<file path="src/hdl/assert_macros.svh">
// ----------------------------------------------------------------------------
// Assertion macros
// Clocked property checks shared by the keyframe spline evaluator.
// ----------------------------------------------------------------------------
`ifndef ASSERT_MACROS_SVH
`define ASSERT_MACROS_SVH

// check a property on every clock edge outside reset
`define KSES_CHECK(lbl, prop, msg) \
	lbl: assert property (@(posedge clk) disable iff (!arst_n) (prop)) else $error(msg);

// check that a condition leads to a consequence in the next cycle
`define KSES_CHECK_NEXT(lbl, ante, cons, msg) \
	lbl: assert property (@(posedge clk) disable iff (!arst_n) (ante) |=> (cons)) else $error(msg);

`endif

</file>
<file path="src/hdl/kses_pkg.sv">
// ----------------------------------------------------------------------------
// kses_pkg
// Shared constants and types of the keyframe spline evaluator.
// ----------------------------------------------------------------------------
package kses_pkg;

	localparam int MAX_KEYS_DEF  = 64;
	localparam int NUM_DIMS_DEF  = 4;
	localparam int FRAC_BITS_DEF = 16;

	localparam int IN_TDATA_W  = 144;
	localparam int OUT_TDATA_W = 40;
	localparam int CFG_W       = 7;
	localparam int SEG_W       = 7;
	localparam int MUL_W       = 64;
	localparam int DT_BITS     = 33;
	localparam int STEP_W      = 6;
	localparam int Q_DEPTH     = 2;

	typedef struct packed {
		logic               is_eval;
		logic               wr_ok;
		logic               dim_ok;
		logic [5:0]         point_index;
		logic [1:0]         dimension;
		logic signed [31:0] time_req;
		logic signed [31:0] point_value;
		logic signed [31:0] slope_before;
		logic signed [31:0] slope_after;
		logic               linear_flag;
	} cmd_t;

	typedef struct packed {
		logic [1:0] count;
		logic       full;
	} q_stat_t;

endpackage

</file>
<file path="src/hdl/kses_queue.sv">
// ----------------------------------------------------------------------------
// kses_queue
// Two-entry command queue between the input stage and the execution engine.
// ----------------------------------------------------------------------------
module kses_queue (
	input  logic               clk,
	input  logic               arst_n,
	input  logic               in_valid,
	output logic               in_ready,
	input  kses_pkg::cmd_t     in_data,
	output logic               out_valid,
	input  logic               out_pop,
	output kses_pkg::cmd_t     out_data,
	output kses_pkg::q_stat_t  stat
);
	import kses_pkg::*;

	cmd_t       ent_q [Q_DEPTH];
	logic       wr_q;
	logic       rd_q;
	logic [1:0] cnt_q;
	logic       push;

	assign stat.count = cnt_q;
	assign stat.full  = (cnt_q == 2'(Q_DEPTH));
	assign in_ready   = !stat.full;
	assign out_valid  = (cnt_q != 2'd0);
	assign out_data   = ent_q[rd_q];
	assign push       = in_valid && in_ready;

	always_ff @(posedge clk or negedge arst_n) begin
		if (!arst_n) begin
			wr_q  <= 1'b0;
			rd_q  <= 1'b0;
			cnt_q <= 2'd0;
		end else begin
			if (push)
				wr_q <= !wr_q;
			if (out_pop)
				rd_q <= !rd_q;
			if (push && !out_pop)
				cnt_q <= cnt_q + 2'd1;
			else if (!push && out_pop)
				cnt_q <= cnt_q - 2'd1;
		end
	end

	always_ff @(posedge clk) begin
		if (push)
			ent_q[wr_q] <= in_data;
	end

endmodule

</file>
<file path="config.mk">
export PLATFORM = sky130hd
export DESIGN_NAME = kses_queue
export DESIGN_NICKNAME = d
export VERILOG_FILES = /design/src/hdl/assert_macros.svh /design/src/hdl/kses_pkg.sv /design/src/hdl/kses_queue.sv
export SDC_FILE = /design/constraint.sdc
export NUM_CORES = 1
export LEC_CHECK = 0
export ABC_AREA = 0
export BUFFER_PORTS_ARGS = -buffer_cell sky130_fd_sc_hd__buf_2
export CORE_MARGIN = 2
export CORE_UTILIZATION = 35
export DETAILED_ROUTE_END_ITERATION = 12
export GPL_ROUTABILITY_DRIVEN = 0
export PLACE_DENSITY = 0.64
export SKIP_LAST_GASP = 1
export SLEW_MARGIN = 30
export SYNTH_ARGS = -nofsm -noshare
export SYNTH_HDL_FRONTEND = slang
export SYNTH_SLANG_ARGS = --single-unit
</file>
<file path="constraint.sdc">
create_clock -name clk -period 12.45 [get_ports clk]
set_clock_uncertainty 0.1 [all_clocks]
set_input_delay 1.245 -clock clk [delete_from_list [all_inputs] [get_ports clk]]
set_output_delay 1.245 -clock clk [all_outputs]
set_load 0.005 [all_outputs]
</file>
==> impl_results.md, run 1 <==
- Outcome: finished, final reports clean
- Setup TNS Final: 0 ns
- GR Overflow Total: 0
- Critical path's slowest cell: buf_4
- Worst Path Buf+Inv: 2
- Area Overhead vs Synth: 26.7%
- Via count: 5,242
- Clock slew at reported path FFs: 0.06 ns
- CTS H-tree lvls: 1
- Reg2reg setup slack: 9.70 ns
- Post-synthesis sequential area ratio: 79.7%
- Site row count: 63
- Final #Nets: 911
- Hold WC Path Type: in -> async
- Max cap viols: 0
- Post-synthesis xor/xnor area fraction: 0.410%
- CP Max Fanout: 56
- Largest stage delay on the critical path: 0.79 ns
- Synth cell types: 16
- IO Count: 289
- Crit path kind: reg -> out
- Worst r2r src: cnt_q[0]
- Post-CTS Hold Buffers: 0
- CTS Buffer Depth: 3
- CP endpoint: out_data[10]
- RSZ-0062 raised after global routing: no
- DRC: 0
- Syn_area_per_cell: 23.5 sq um
- Type of element capturing the critical path: output pin
- Die span in x: 179 um
- Largest family of logic cells by synthesized area: multiplexers
- Simple-gate share of the synthesized area: 0.281%
- Worst Tran Pin Value: 0.932 ns
- CP startpoint: rd_q
- Fmax: 246 MHz
- Largest net degree at the start of global routing: 71
- Place WS: 8.76 ns
- P_leak: 5.30 nW
- Setup Viol. Count Final: 0
- Ys async rst share: 1.41%
- Adder-Cell Fraction of Synth Area: 0.117%
- I/O Buffers: 288
- First-pass GRT wire length: 29,400 um
- DR pass1 iterations: 4
- Critical-path cell list: buf_4 -> mux2_2 -> buf_2
- R2r endpoint: ent_q[0][61]
- CTS resizes: 0
- Cell count after synthesis: 455
- Skew-Pair Late Insertion Delay: 0.54 ns
- Full die area: 31,900 sq um
- Crit path depth: 3
- Worst path required time: 11.10 ns
- Compound-Gate Fraction of Synth Area: 0%
- WL/cell: 17.0 um
- Crit path time final: 4.07 ns
- Post-synth EDFFs: 280
- Post-synthesis mux area share: 17.9%
- Number of fill cells: 2,603
- All-Layer GR Usage: 12.0%
- Height of the chip: 179 um
- Crit path DAT: 2.72 ns
- Root Buffer: clkbuf_16
- Yosys Warn Count: 0
- First-iteration detailed-routing DRC count: 245
- Final ANT Viol Nets: 0
- PwrDens: 232 nW/um^2
- Postcts setup bufs: 0
- Slew Viols, Final: 0
- Cts bufs inserted: 30
- Diodes inserted: 0
- Number of global-route vias before repair: 5,424
- WL final: 20,000 um
- Post-DP HPWL: 13,200 um
- #FFs+latches synth: 284
- Vias/cell: 4.45
- Starting Density: 35.8%
- Setup ws final: 8.38 ns
- CTS tree: done
- Mapped Area: 10,700 sq um
- Layout cells sized above 1: 61.1%
- Period utilisation layout: 32.7%
- Slew headroom: 37.9%
- Max VDD drop: 192 uV
- CORE AREA: 29,800 sq um
- Most used DFF post-synth: edfxtp_1
- Final Hold Vio Count: 0
- Antenna violations before repair: 1
- Startpoint type of the worst setup path: register
- Worst reg2reg path depth: 6
- Clock sinks: 284
- Syn_nets: 600
- Top cell family by delay on the critical path: buffers and inverters
==> registers in the layout, summed over array words and instances (netlist names) <==
name,flops
rd_q,1
ent_q,280
wr_q,1
cnt_q,2
==> area by class of cell <==
cell class | count | area [sq um] | share of cell area, %
repair buffers | 295 | 1540 | 11.4
well taps | 390 | 488 | 3.61
inverters | 3 | 11.3 | 0.0833
clock buffers | 43 | 851 | 6.29
multi-input cells | 152 | 2010 | 14.9
flip-flops and latches | 284 | 8510 | 62.9
clock inverters | 12 | 113 | 0.833
==> cells in the mapped netlist (2+ instances only) <==
master,n,area (sq um)
mux2_2,50,563
edfxtp_1,280,8410
dfrtp_1,4,100
nor2_1,2,7.51
xnor2_1,2,17.5
mux2_4,90,1350
xor2_1,3,26.3
inv_1,3,11.3
buf_6,10,113
buf_2,5,25.0
==> cells in the final DEF, fill, tap and decap left out <==
master / netlist / final
nor2_1: 2 / 1
and3_4: 0 / 1
buf_2: 5 / 288
dfrtp_1: 4 / 3
clkinv_1: 0 / 3
inv_1: 3 / 3
xnor2_1: 2 / 2
nand2b_1: 1 / 1
buf_4: 0 / 2
or2_2: 1 / 1
clkbuf_8: 0 / 3
mux2_4: 90 / 90
clkinv_2: 0 / 6
mux2_2: 50 / 50
bufinv_16: 0 / 2
dfrtp_4: 0 / 1
inv_8: 0 / 1
nor2_4: 0 / 1
edfxtp_1: 280 / 280
clkbuf_16: 0 / 31
nand2_1: 1 / 1
buf_6: 10 / 3
buf_12: 0 / 1
xor2_1: 3 / 3
clkbuf_1: 0 / 9
ha_1: 1 / 1
buf_16: 0 / 1
==> worst min-delay path by stage <==
stage	from	end
after floorplan	wr_q	wr_q
after global placement	cnt_q[1]	cnt_q[1]
after detailed placement	cnt_q[1]	cnt_q[1]
after CTS	arst_n	cnt_q[1]
after global routing	arst_n	wr_q
final	arst_n	cnt_q[0]
==> metrics by stage <==
| stage | std cells | hold WS, ns | util [%] | total power, mW | cell area, sq um |
|---|---|---|---|---|---|
| final | 1179 | 0.398 | 45.4 | 3.13 | 13500 |
| after detailed placement | 1124 | 0.427 | 42.1 | 2.33 | 12600 |
| after global routing | 1179 | 0.374 | 45.4 | 3.30 | 13500 |
| after CTS | 1179 | 0.360 | 45.4 | 3.20 | 13500 |
| after global placement | 1122 | 0.416 | 42.0 | 2.30 | 12500 |
| after floorplan | 455 | 0.360 | - | 2.01 | 10700 |
==> metal layers <==
metal / up-vias / share of wire [%] / wire (um) / track usage [%]
met2: 198 / 49 / 9830 / 20.5
met1: 2577 / 40 / 8100 / 14.5
li1: 2429 / - / - / -
met5: - / 0.065 / 13 / 0
met4: 2 / 2.0 / 395 / 3.42
met3: 36 / 8.4 / 1680 / 3.71
==> cell families (layout without fill, tap and decap cells) <==
family	after synthesis	after routing
XOR/XNOR	5	5
adder cells (fa/ha/maj)	1	1
buffers and inverters	19	353
flip-flops	284	284
multiplexers	140	140
AND/OR/NAND/NOR	6	6
==> where the power goes <==
group          internal, mW  switching, mW
clock network         0.514          0.344
logic                 0.479          0.417
registers              1.31         0.0721
Power figures use the tool's default switching activity.
==> inputs of run 2 (changes only) <==
==> constraint.sdc (replaced) <==
create_clock -name clk -period 3.9 [get_ports clk]
set_clock_uncertainty 0.1 [all_clocks]
set_input_delay 0.39 -clock clk [delete_from_list [all_inputs] [get_ports clk]]
set_output_delay 0.39 -clock clk [all_outputs]
set_load 0.005 [all_outputs]
==> run 2 against run 1 <==
Effect of this change:
- power rose to 3.2 times the previous value
- utilization rose by 4.7 points
- register-to-register slack got worse by 7.8 ns
- combinational power rose to 3.4 times the previous value
- non-clock buffer count rose by 141
- critical endpoint is now out_data[17]
- largest power group unchanged
- highest routed layer is now met4
==> impl_results.md, run 2 (same netlist as run 1, synthesis figures left out) <==
- Antenna violations before repair: 0
- PwrDens: 672 nW/um^2
- Worst Tran Pin Value: 0.696 ns
- Dpl cells: 1,123
- Top Registers: ent_q: 280 flops, cnt_q: 2 flops
- Clock slew at reported path FFs: 0.06 ns
- IO Count: 289
- Post-layout util: 50.1%
- Die span in x: 179 um
- Crit path kind: reg -> out
- CTS Buffer Depth: 3
- Period utilisation layout: 69.3%
- Final #Nets: 1,052
- Fmax: 370 MHz
- Hold WC Path Type: in -> async
- RSZ-0062 raised after global routing: no
- Max cap viols: 0
- Vias/cell: 4.36
- First-iteration detailed-routing DRC count: 237
- Slew headroom: 53.6%
- CP endpoint: out_data[17]
- I/O Buffers: 288
- Worst r2r src: cnt_q[0]
- WL/cell: 16.3 um
- Final ANT Viol Nets: 0
- Skew-Pair Late Insertion Delay: 0.55 ns
- CORE AREA: 29,800 sq um
- Worst path required time: 3.41 ns
- Number of global-route vias before repair: 6,302
- All-Layer GR Usage: 13.1%
- Total power: 10.0 mW
- Setup ws final: 1.20 ns
- WL final: 21,500 um
- Worst Path Buf+Inv: 2
- Place WS: 1.72 ns
- Cts bufs inserted: 30
- Dpl cell area: 12,600 sq um
- Largest stage delay on the critical path: 0.59 ns
- Setup TNS Final: 0 ns
- Most common library cell in the layout ignoring fill and taps: buf_2
- Setup Viol. Count Final: 0
- Hold Slack: 0.0958 ns
- Clock sinks: 284
- Critical path's slowest cell: dfrtp_4
- Largest net degree at the start of global routing: 73
- Via count: 5,758
- Area Overhead vs Synth: 39.8%
- Layout cells sized above 1: 51.9%
- CTS H-tree lvls: 1
- Final instance area: 14,900 sq um
- Site row count: 63
- Max VDD drop: 561 uV
- Critical-path cell list: buf_12 -> mux2_2 -> buf_2
- Slew Viols, Final: 0
- Startpoint type of the worst setup path: register
- Type of element capturing the critical path: output pin
- Crit path DAT: 2.21 ns
- Crit path depth: 3
- Full die area: 31,900 sq um
- CTS tree: done
- CP startpoint: rd_q
- Starting Density: 35.8%
- GR Overflow Total: 0
- Height of the chip: 179 um
- Crit path time final: 2.70 ns
- Max reg flops: 280
- Root Buffer: clkbuf_16
- Worst reg2reg path depth: 4
- Post-DP HPWL: 12,900 um
- Post-route insts no fill: 1,320
- R2r endpoint: ent_q[0][96]
- Reg2reg setup slack: 1.88 ns
- First-pass GRT wire length: 32,600 um
- Reg with most FFs: ent_q
- CP Max Fanout: 66
- Most frequent cells in the layout: buf_2, edfxtp_1, dlygate4sd3_1
- DR pass1 iterations: 4
- Top cell family by delay on the critical path: flip-flops
- Diodes inserted: 0
- Outcome: finished, final reports clean
- Postcts setup bufs: 0
- P_leak: 5.87 nW
- DRC: 0
- Final Hold Vio Count: 0
[run 2: area by class of cell]
type / count / area (sq um)
fillers: 2492 / 14900
flip-flops and latches: 284 / 8510
repair buffers: 436 / 2970
multi-input cells: 152 / 2010
clock buffers: 34 / 787
well taps: 390 / 488
clock inverters: 21 / 130
inverters: 3 / 11.3
[run 2: per-layer routing]
layer / vias to the layer above / global-route usage (%) / wire length, um
met1: 2792 / 15.5 / 8400
met3: 42 / 3.64 / 1580
met2: 213 / 23.1 / 10800
li1: 2711 / - / -
met5: - / 0 / 0
met4: 0 / 4.00 / 645
[run 2: power breakdown]
group / leakage, nW / switching, mW / internal, mW / total [mW]
clock: 0.454 / 1.12 / 1.50 / 2.62
sequential: 2.65 / 0.192 / 4.17 / 4.37
combinational: 2.77 / 1.41 / 1.63 / 3.04
[run 2: worst min-delay path by stage]
stage,to,slack (ns),cells after the start
after floorplan,cnt_q[0],-0.006,0
after global placement,cnt_q[0],0.10,1
after detailed placement,cnt_q[1],0.10,1
after CTS,cnt_q[1],0.04,2
after global routing,cnt_q[1],0.09,2
final,cnt_q[1],0.1,2
[run 2: timing repair]
item | 4_1_cts | 5_1_grt
resized for setup | 0 | 0
endpoints found under the hold margin | 285 | 0
hold buffers | 142 | 0
