<file path="config.mk">
export PLATFORM = sky130hd
export DESIGN_NAME = kses_front
export DESIGN_NICKNAME = d
export VERILOG_FILES = /design/src/hdl/assert_macros.svh /design/src/hdl/kses_pkg.sv /design/src/hdl/kses_front.sv
export SDC_FILE = /design/constraint.sdc
export NUM_CORES = 1
export LEC_CHECK = 0
export ABC_AREA = 1
export BUFFER_PORTS_ARGS = -buffer_cell sky130_fd_sc_hd__clkbuf_2
export CORE_AREA = 5 5 107 129
export CTS_CLUSTER_SIZE = 30
export DETAILED_ROUTE_END_ITERATION = 10
export DIE_AREA = 0 0 112 134
export GPL_TIMING_DRIVEN = 1
export PLACE_DENSITY = 0.79
export SETUP_SLACK_MARGIN = 0.05
export SLEW_MARGIN = 25
export SYNTH_ARGS = -nofsm -noshare
export SYNTH_HDL_FRONTEND = slang
export SYNTH_SLANG_ARGS = --single-unit
</file>
<file path="constraint.sdc">
create_clock -name clk -period 1.2 [get_ports clk]
set_input_delay 0.3 -clock clk [delete_from_list [all_inputs] [get_ports clk]]
set_output_delay 0.3 -clock clk [all_outputs]
set_load 0.01 [all_outputs]
</file>
<file path="src/hdl/assert_macros.svh">
// ----------------------------------------------------------------------------
// Assertion macros
// Clocked property checks shared by the keyframe spline evaluator.
// ----------------------------------------------------------------------------
`ifndef ASSERT_MACROS_SVH
`define ASSERT_MACROS_SVH

// check a property on every clock edge outside reset
`define KSES_CHECK(lbl, prop, msg) \
	lbl: assert property (@(posedge clk) disable iff (!arst_n) (prop)) else $error(msg);

// check that a condition leads to a consequence in the next cycle
`define KSES_CHECK_NEXT(lbl, ante, cons, msg) \
	lbl: assert property (@(posedge clk) disable iff (!arst_n) (ante) |=> (cons)) else $error(msg);

`endif

</file>
<file path="src/hdl/kses_pkg.sv">
// ----------------------------------------------------------------------------
// kses_pkg
// Shared constants and types of the keyframe spline evaluator.
// ----------------------------------------------------------------------------
package kses_pkg;

	localparam int MAX_KEYS_DEF  = 64;
	localparam int NUM_DIMS_DEF  = 4;
	localparam int FRAC_BITS_DEF = 16;

	localparam int IN_TDATA_W  = 144;
	localparam int OUT_TDATA_W = 40;
	localparam int CFG_W       = 7;
	localparam int SEG_W       = 7;
	localparam int MUL_W       = 64;
	localparam int DT_BITS     = 33;
	localparam int STEP_W      = 6;
	localparam int Q_DEPTH     = 2;

	typedef struct packed {
		logic               is_eval;
		logic               wr_ok;
		logic               dim_ok;
		logic [5:0]         point_index;
		logic [1:0]         dimension;
		logic signed [31:0] time_req;
		logic signed [31:0] point_value;
		logic signed [31:0] slope_before;
		logic signed [31:0] slope_after;
		logic               linear_flag;
	} cmd_t;

	typedef struct packed {
		logic [1:0] count;
		logic       full;
	} q_stat_t;

endpackage

</file>
<file path="src/hdl/kses_front.sv">
// ----------------------------------------------------------------------------
// kses_front
// Input stage: accepts words, classifies them and offers them to the queue.
// ----------------------------------------------------------------------------
module kses_front #(
	parameter int MAX_KEYS = kses_pkg::MAX_KEYS_DEF,
	parameter int NUM_DIMS = kses_pkg::NUM_DIMS_DEF
) (
	input  logic                             clk,
	input  logic                             arst_n,
	input  logic                             s_tvalid,
	output logic                             s_tready,
	input  logic [kses_pkg::IN_TDATA_W-1:0]  s_tdata,
	input  logic                             s_tuser,
	output logic                             f_valid,
	input  logic                             f_ready,
	output kses_pkg::cmd_t                   f_data
);
	import kses_pkg::*;

	logic vld_s1;
	cmd_t cmd_s1;
	cmd_t dec;

	always_comb begin
		dec.is_eval      = s_tuser;
		dec.point_index  = s_tdata[5:0];
		dec.dimension    = s_tdata[7:6];
		dec.time_req     = $signed(s_tdata[39:8]);
		dec.point_value  = $signed(s_tdata[71:40]);
		dec.slope_before = $signed(s_tdata[103:72]);
		dec.slope_after  = $signed(s_tdata[135:104]);
		dec.linear_flag  = s_tdata[136];
		dec.dim_ok       = (32'(s_tdata[7:6]) < 32'(NUM_DIMS));
		dec.wr_ok        = (32'(s_tdata[5:0]) < 32'(MAX_KEYS)) && dec.dim_ok;
	end

	assign s_tready = !vld_s1 || f_ready;
	assign f_valid  = vld_s1;
	assign f_data   = cmd_s1;

	always_ff @(posedge clk or negedge arst_n) begin
		if (!arst_n) begin
			vld_s1 <= 1'b0;
			cmd_s1 <= '0;
		end else if (s_tvalid && s_tready) begin
			vld_s1 <= 1'b1;
			cmd_s1 <= dec;
		end else if (f_ready) begin
			vld_s1 <= 1'b0;
		end
	end

endmodule

</file>
==> metrics, run 1 <==
Reg2Reg Depth=8; I/O Pins=291; reg2reg start=f_valid; Initial Utilization=44.1%; Cell Area, Synth=0.00548 mm2; Fin. Hold Viols=0; Mapped Nets=755; Worst path depth=8; DR vias/cell=5.51; CP required=1490 ps; Peak VDD IR=0.000827 V; register area share after synthesis=63.9%; critical path's top delay family=buffers and inverters; drt total wl=26800 um; power density over the cells=1520 mW/mm2; die width=112 um; Final nets=1193; highest net fanout along the worst path=5; synth warn=0; Routability Congestion=0.838; FF+latch count, synth=140; DR pass1 iterations=6; Critical Path, Cell by Cell=nand2_4, buf_6, buf_12, nand2_8, buf_12, buf_16, nand2_2, nand2_1; most common cell after layout, fill and taps aside=clkbuf_2; most used cell along the critical path=buf_12; WHS Endpoint=f_data[71]; vias in the first global route=6278; Placement Rows=45; Synth-to-Final Area Change=92.9%; LEAKAGE=5.94 nW; setup slack, reg-to-reg=-270 ps; clock sink total=140; Worst-path clk slew=60 ps; largest cells by area after synthesis=dfrtp_1, nand2_1, nand3_1; RSZ-0062 raised after global routing=true; pin count of the biggest net entering global routing=66; fmax=680 MHz; diode count=0; clk buf depth=2; initial antenna violation count=0; Final period util=123%; Tightest Pin Transition=370 ps; DR WL/cell=21.9 um; count of pins over their slew limit=0; gr usage total=28.3%; first-pass GRT wire length=33200 um; Worst Hold Class=in -> reg; Worst setup SP type=register; Root Buffer=clkbuf_16; cell count after synthesis=606; Core ar.=0.0124 mm2; Hold Path Depth=3; fin crit period=1470 ps; Final Skew=9.65 ps; setup TNS=-27030 ps; WHS=116 ps; Syn Area/Cell=9.05 um2; arrival time at the worst endpoint=1760 ps; capturing point of the worst reg2reg path=f_data[18]; Max-Cap Viols=0; DR iter-0 viols=532; Max transition margin=75.3%; layout cell share with drive strength beyond 1=65.4%; HPWL Detailed=11700 um; leading area contributor after synthesis=dfrtp_1; Post-route DRC=0; Worst Setup End Kind=register; latest clock arrival within the worst-skew pair=410 ps; run status=finished, violations left; port buffer count=283; DRT antenna net count=0; Yosys cell types=9; most frequent cells in the layout=clkbuf_2, dfrtp_1, buf_4; non-filler cells, final=1220; Crit path buffers/inverters=4; crit-path max cell delay=440 ps; die height=134 um; full die area=0.0150 mm2; Synth top area share=63.9%; CP Class=reg -> reg; Final setup viols=282; Worst path slowest cell=dfrtp_1; CTS tree=done; Clock H-tree levels=4; dpl cells=1030; total global routing overflow=0; Vias=6727; failing checks=negative setup slack; Final Worst Setup Slack=-271 ps; TritonCTS buffer count=17; hold path startpoint=s_tdata[46]
-- sequential cells by signal, indices dropped and copies added (netlist names) --
| register | count |
|---|---|
| f_valid | 1 |
| f_data | 139 |
-- cell families after synthesis --
| family | count (synthesis) | synth area share (%) |
|---|---|---|
| buffers and inverters | 48 | 4.22 |
| DFF | 140 | 63.9 |
| and+or+nand+nor | 418 | 31.9 |
-- worst register-to-register path, delay by kind of cell, from the launching register on --
| family | cells | cell delay, ps |
|---|---|---|
| simple gates | 4 | 360 |
| buf+inv | 4 | 560 |
| flops | 1 | 440 |
-- stage by stage --
stage / instance area [um2] / power, mW / util (%) / worst slack, ps
final: 10600 / 16.0 / 85.0 / -271
after global routing: 10600 / 16.6 / 85.0 / -327
after CTS: 9370 / 14.6 / 75.3 / -219
after detailed placement: 7210 / 8.31 / 57.9 / -116
after global placement: 7210 / 8.23 / 57.9 / -86.2
after floorplan: 5480 / 6.93 / - / 65.7
-- synthesized netlist by cell type --
library cell  instances
nand2_1             278
nand3_1             138
buf_4                 2
buf_1                 1
dfrtp_1             140
inv_1                 2
nand2_2               2
clkbuf_1              8
buf_2                35
-- area by class of cell --
cell class	count	area (um2)
timing repair buffer	462	3590
sequential	140	3500
multi-input combinational	421	2700
fill	585	1870
clock buffer	19	433
tap	164	205
clock inverter	12	140
inverter	2	7.51
-- worst max-delay path by stage --
stage,startpoint,end,slack (ps)
final,f_valid,f_data[18],-270
after floorplan,f_valid,s_tready,70
after global routing,f_valid,f_data[18],-330
after detailed placement,f_ready,f_data[136],-120
after CTS,f_valid,f_valid,-220
after global placement,f_ready,f_data[136],-90
-- routing by layer --
metal	up-vias	track usage [%]	routed length, um
met5	-	0	0
met2	494	47.6	14000
li1	2829	-	-
met1	3290	32.6	9250
met4	0	17.1	1550
met3	114	6.90	1980
-- timing repair --
item                                    4_1_cts  5_1_grt
hold endpoints to repair                     21        0
setup buffers                                64       76
hold buffers                                  1        0
endpoints found under the setup margin      215      282
pin swaps                                     9       15
cloned                                       25        2
gates resized for setup                     125      262
-- power by group --
| part | switching, mW | internal [mW] |
|---|---|---|
| Clock | 2.12 | 3.08 |
| Combinational | 2.48 | 2.49 |
| Sequential | 0.496 | 5.37 |
Power figures use the tool's default switching activity.
==> inputs of run 2 (changes only) <==
--- a/config.mk
+++ b/config.mk
@@ -13,8 +13,8 @@
 export DIE_AREA = 0 0 112 134
 export GPL_TIMING_DRIVEN = 1
 export PLACE_DENSITY = 0.79
-export SETUP_SLACK_MARGIN = 0.05
 export SLEW_MARGIN = 25
 export SYNTH_ARGS = -nofsm -noshare
 export SYNTH_HDL_FRONTEND = slang
 export SYNTH_SLANG_ARGS = --single-unit
+export TNS_END_PERCENT = 50
==> run 2 against run 1 <==
Effect of this change:
- the run still ends with negative setup slack left
- non-clock buffer count shrank 98
- cell count down 8.3%
- clock skew about the same
- utilization fell by 12 points
- via count shrank 16%
- first-iteration DRC count decreased by 12%
- critical endpoint is now f_data[89]
- die area unchanged
- maximum frequency rose by 5.1%
- sequential share of layout area up 5.6 points
==> metrics, run 2 (same netlist as run 1, synthesis figures left out) <==
run status=finished, violations left; failing checks=negative setup slack; TritonCTS buffer count=17; arrival time at the worst endpoint=1690 ps; fmax=714 MHz; Initial Utilization=44.1%; port buffer count=283; gr usage total=23.9%; pin count of the biggest net entering global routing=66; power density over the cells=1590 mW/mm2; DR WL/cell=17.6 um; Max-Cap Viols=0; highest routing layer actually used=met4; vias in the first global route=5494; critical path's top delay family=buffers and inverters; Root Buffer=clkbuf_16; DRT antenna net count=0; DR vias/cell=5.04; Synth-to-Final Area Change=65.1%; clock sink total=140; WL met2=10500 um; DR pass1 iterations=7; max reg flops=139; area taken by flip-flops and latches=0.00350 mm2; Routability Congestion=0.838; die width=112 um; Tightest Pin Transition=364 ps; drt total wl=19700 um; layout cell share with drive strength beyond 1=50.6%; Worst Hold Class=in -> reg; total global routing overflow=0; Placement Rows=45; Vias=5636; diode count=0; setup TNS=-14480 ps; Worst setup SP type=register; Crit path buffers/inverters=4; Filler Cell Count=886; Post-route DRC=0; die height=134 um; Worst Setup End Kind=register; Place WS=-116 ps; Final Worst Setup Slack=-200 ps; Worst-path clk slew=60 ps; most common cell after layout, fill and taps aside=clkbuf_2; Clock H-tree levels=4; Final period util=117%; wl on met1=7240 um; Final setup viols=262; Fin. Hold Viols=0; crit-path max cell delay=420 ps; Core ar.=0.0124 mm2; Worst path slowest cell=dfrtp_1; CP Class=reg -> reg; Critical Path, Cell by Cell=nand2_4, buf_6, nand2_8, buf_12, buf_12, buf_16, nand2_4, nand2_2; most frequent cells in the layout=clkbuf_2, nand2_1, dfrtp_1; CTS tree=done; Final Skew=9.84 ps; Max transition margin=75.7%; CP required=1490 ps; full die area=0.0150 mm2; clk buf depth=2; highest net fanout along the worst path=6; multi-input gate area in the final layout=0.00214 mm2; LEAKAGE=5.15 nW; RSZ-0062 raised after global routing=true; metal3 WL=1500 um; I/O Pins=291; fin crit period=1400 ps; count of pins over their slew limit=0; DR iter-0 viols=468; non-filler cells, final=1119; dpl cells=1030; Final nets=1092; Peak VDD IR=0.000768 V; latest clock arrival within the worst-skew pair=410 ps; initial antenna violation count=0; HPWL Detailed=11700 um; first-pass GRT wire length=28500 um
[run 2: stage by stage]
| stage | total power [mW] | cell area [um2] | hold WS [ps] | util, % |
|---|---|---|---|---|
| 2_1_floorplan | 6.93 | 5480 | 4.41 | - |
| 3_3_place_gp | 8.23 | 7210 | 217 | 57.9 |
| 3_5_place_dp | 8.31 | 7210 | 217 | 57.9 |
| 4_1_cts | 13.9 | 8490 | 94.0 | 68.2 |
| 5_1_grt | 15.0 | 9050 | 113 | 72.7 |
| 6_report | 14.4 | 9050 | 112 | 72.7 |
[run 2: final cells by class]
class                           count  share of cell area, %
Timing Repair Buffer              364                   29.0
Tap cell                          164                   2.27
Clock buffer                       19                   4.78
Multi-Input combinational cell    418                   23.6
Sequential cell                   140                   38.7
Clock inverter                     12                   1.55
Inverter                            2                 0.0830
[run 2: path summary, 6_finish.rpt]
kind / startpoint / to / slack [ps] / cells past startpoint
min in group asynchronous: arst_n / f_data[52] / 360 / 2
max reg2reg: f_valid / f_data[89] / -200 / 8
max: f_valid / f_data[89] / -200 / 8
max in group asynchronous: arst_n / f_data[110] / 370 / 3
min reg2reg: f_data[35] / f_data[35] / 470 / 2
min: s_tdata[38] / f_data[127] / 110 / 3
[run 2: timing repair]
| item | CTS | global route |
|---|---|---|
| hold endpoints to repair | 21 | 0 |
| hold buffers | 1 | 0 |
| setup buffers | 24 | 20 |
| cloned | 11 | 5 |
| endpoints found under the setup margin | 188 | 281 |
| resized for setup | 66 | 104 |
| pin swaps | 1 | 2 |
[run 2: metal layers]
layer	global-route usage, %	vias up
met2	41.1	269
met5	0	-
met3	6.81	34
met4	8.22	0
met1	28.8	2704
li1	-	2629
[run 2: worst register-to-register path, cell delays in order, from the launching register on]
cell	delay, ps
dfrtp_1	420
nand2_4	110
buf_6	120
nand2_8	80
buf_12	140
buf_12	140
buf_16	160
nand2_4	50
nand2_2	50
[run 2: power breakdown]
group          internal [mW]  leakage [nW]  switching (mW)
sequential              5.37          1.71           0.439
clock                   3.07         0.270            2.03
combinational           1.64          3.17            1.81
total                   10.1          5.15            4.27
==> inputs of run 3 (changes only) <==
--- a/config.mk
+++ b/config.mk
@@ -13,6 +13,7 @@
 export DIE_AREA = 0 0 112 134
 export GPL_TIMING_DRIVEN = 1
 export PLACE_DENSITY = 0.79
+export RECOVER_POWER = 100
 export SLEW_MARGIN = 25
 export SYNTH_ARGS = -nofsm -noshare
 export SYNTH_HDL_FRONTEND = slang
==> run 3 against run 2 <==
Effect of this change:
- the flow still finishes with violations (negative setup slack)
- setup slack lost 1.8 ps
- final area shrank 0.65%
- sequential power is essentially flat
- non-clock buffer count is the same
- hold slack lost 0.68 ps
- clock skew grew 1.5 ps
- cell count is the same
- critical path depth is the same
- clock power is essentially flat
- utilization shrank 0.47 points
- sequential cell count is the same
- maximum frequency shrank 0.13%
- largest cell class unchanged
==> metrics, run 3 (same netlist as run 1, synthesis figures left out) <==
run status=finished, violations left; failing checks=negative setup slack; Final Skew=11.3 ps; Peak VDD IR=0.000767 V; TritonCTS buffer count=17; Max transition margin=67.8%; Pwr Total=14.3 mW; port buffer count=283; LEAKAGE=5.13 nW; most frequent cells in the layout=clkbuf_2, nand2_1, dfrtp_1; Critical Path, Cell by Cell=nand2_4, buf_6, nand2_8, buf_12, buf_12, buf_16, nand2_4, nand2_2; Worst-path clk slew=60 ps; non-filler cells, final=1119; Post-route DRC=0; CP Class=reg -> reg; max reg flops=139; Worst path slowest cell=dfrtp_1; vias in the first global route=5494; die width=112 um; Worst Hold Class=in -> reg; DRT antenna net count=0; crit-path max cell delay=420 ps; initial antenna violation count=0; Final setup viols=261; pin count of the biggest net entering global routing=66; full die area=0.0150 mm2; RSZ-0062 raised after global routing=true; Routability Congestion=0.838; Final period util=117%; Critical Path Sink=f_data[89]; DR vias/cell=5.06; Clock H-tree levels=4; Tightest Pin Transition=484 ps; latest clock arrival within the worst-skew pair=410 ps; layout cell share with drive strength beyond 1=50.6%; Worst Setup End Kind=register; first-pass GRT wire length=28500 um; power density over the cells=1590 mW/mm2; arrival time at the worst endpoint=1690 ps; Max-Cap Viols=0; gr usage total=23.9%; Initial Utilization=44.1%; HPWL Detailed=11700 um; die height=134 um; capturing point of the worst reg2reg path=f_data[89]; Reg2Reg Depth=8; Critical path origin=f_valid; I/O Pins=291; DR WL/cell=17.6 um; DR iter-0 viols=492; Final nets=1092; total global routing overflow=0; clock sink total=140; post-layout util=72.2%; diode count=0; Final Worst Setup Slack=-202 ps; count of pins over their slew limit=0; reg2reg start=f_valid; Filler Cell Count=896; fmax=713 MHz; CP required=1490 ps; Synth-to-Final Area Change=64.0%; CTS tree=done; Fin. Hold Viols=0; dpl cells=1030; drt total wl=19700 um; Core ar.=0.0124 mm2; setup slack, reg-to-reg=-200 ps; clk buf depth=2; Placement Rows=45; highest net fanout along the worst path=6; DR pass1 iterations=5; fin crit period=1400 ps; most common cell after layout, fill and taps aside=clkbuf_2; Worst setup SP type=register; Root Buffer=clkbuf_16; Vias=5657
-- run 3: cell types whose count changed in the layout (fill, tap and decap cells not counted) --
cell,before,now
buf_4,45,42
buf_12,13,9
clkbuf_4,0,1
clkbuf_2,267,272
buf_6,14,15
-- run 3: what timing repair did --
item | in CTS | in global routing
gates resized for setup | 66 | 104
hold buffers | 1 | 0
gates cloned | 11 | 5
endpoints found under the setup margin | 188 | 281
buffers inserted | 24 | 20
endpoints found under the hold margin | 21 | 0
pin swaps | 1 | 2
-- run 3: final cells by class --
class                   count  area (um2)  share of cell area (%)
well taps                 164         205                    2.28
multi-input cells         418        2140                    23.8
repair buffers            364        2560                    28.5
clock inverters            12         140                    1.56
flip-flops and latches    140        3500                    39.0
clock buffers              19         433                    4.82
inverters                   2        7.51                  0.0835
-- run 3: metal layers --
metal	part of all wire, %	vias to the layer above	global-route usage (%)
met1	37	2719	28.8
met3	7.6	32	6.81
met4	2.0	0	8.22
li1	-	2627	-
met2	53	279	41.1
met5	0	-	0
-- run 3: report_power, final --
part	internal (mW)	switching, mW
Sequential	5.37	0.441
Combinational	1.62	1.81
Clock	3.07	2.02
Total	10.1	4.27
-- run 3: per-stage QoR --
| stage | hold slack (ps) | setup slack (ps) | TNS [ps] | cell area, um2 |
|---|---|---|---|---|
| 2_1_floorplan | 4.41 | 65.7 | 0 | 5480 |
| 3_3_place_gp | 217 | -86.2 | -2960 | 7210 |
| 3_5_place_dp | 217 | -116 | -4360 | 7210 |
| 4_1_cts | 94.0 | -219 | -12460 | 8490 |
| 5_1_grt | 113 | -237 | -25890 | 8990 |
| 6_report | 112 | -202 | -14610 | 8990 |
-- run 3: worst min path at each step --
stage                            from           to  slack, ps  cells past startpoint
after floorplan                arst_n    f_data[0]          4                      0
after global placement         arst_n   f_data[52]        220                      1
after detailed placement       arst_n   f_data[52]        220                      1
after CTS                 s_tdata[35]  f_data[124]         90                      3
after global routing      s_tdata[32]  f_data[121]        110                      3
final                     s_tdata[38]  f_data[127]        110                      3
-- run 3: critical path: cells and delay by family, from the launching register on --
family | cells | cell delay [ps]
DFF | 1 | 420
and+or+nand+nor | 4 | 290
buffers and inverters | 4 | 550
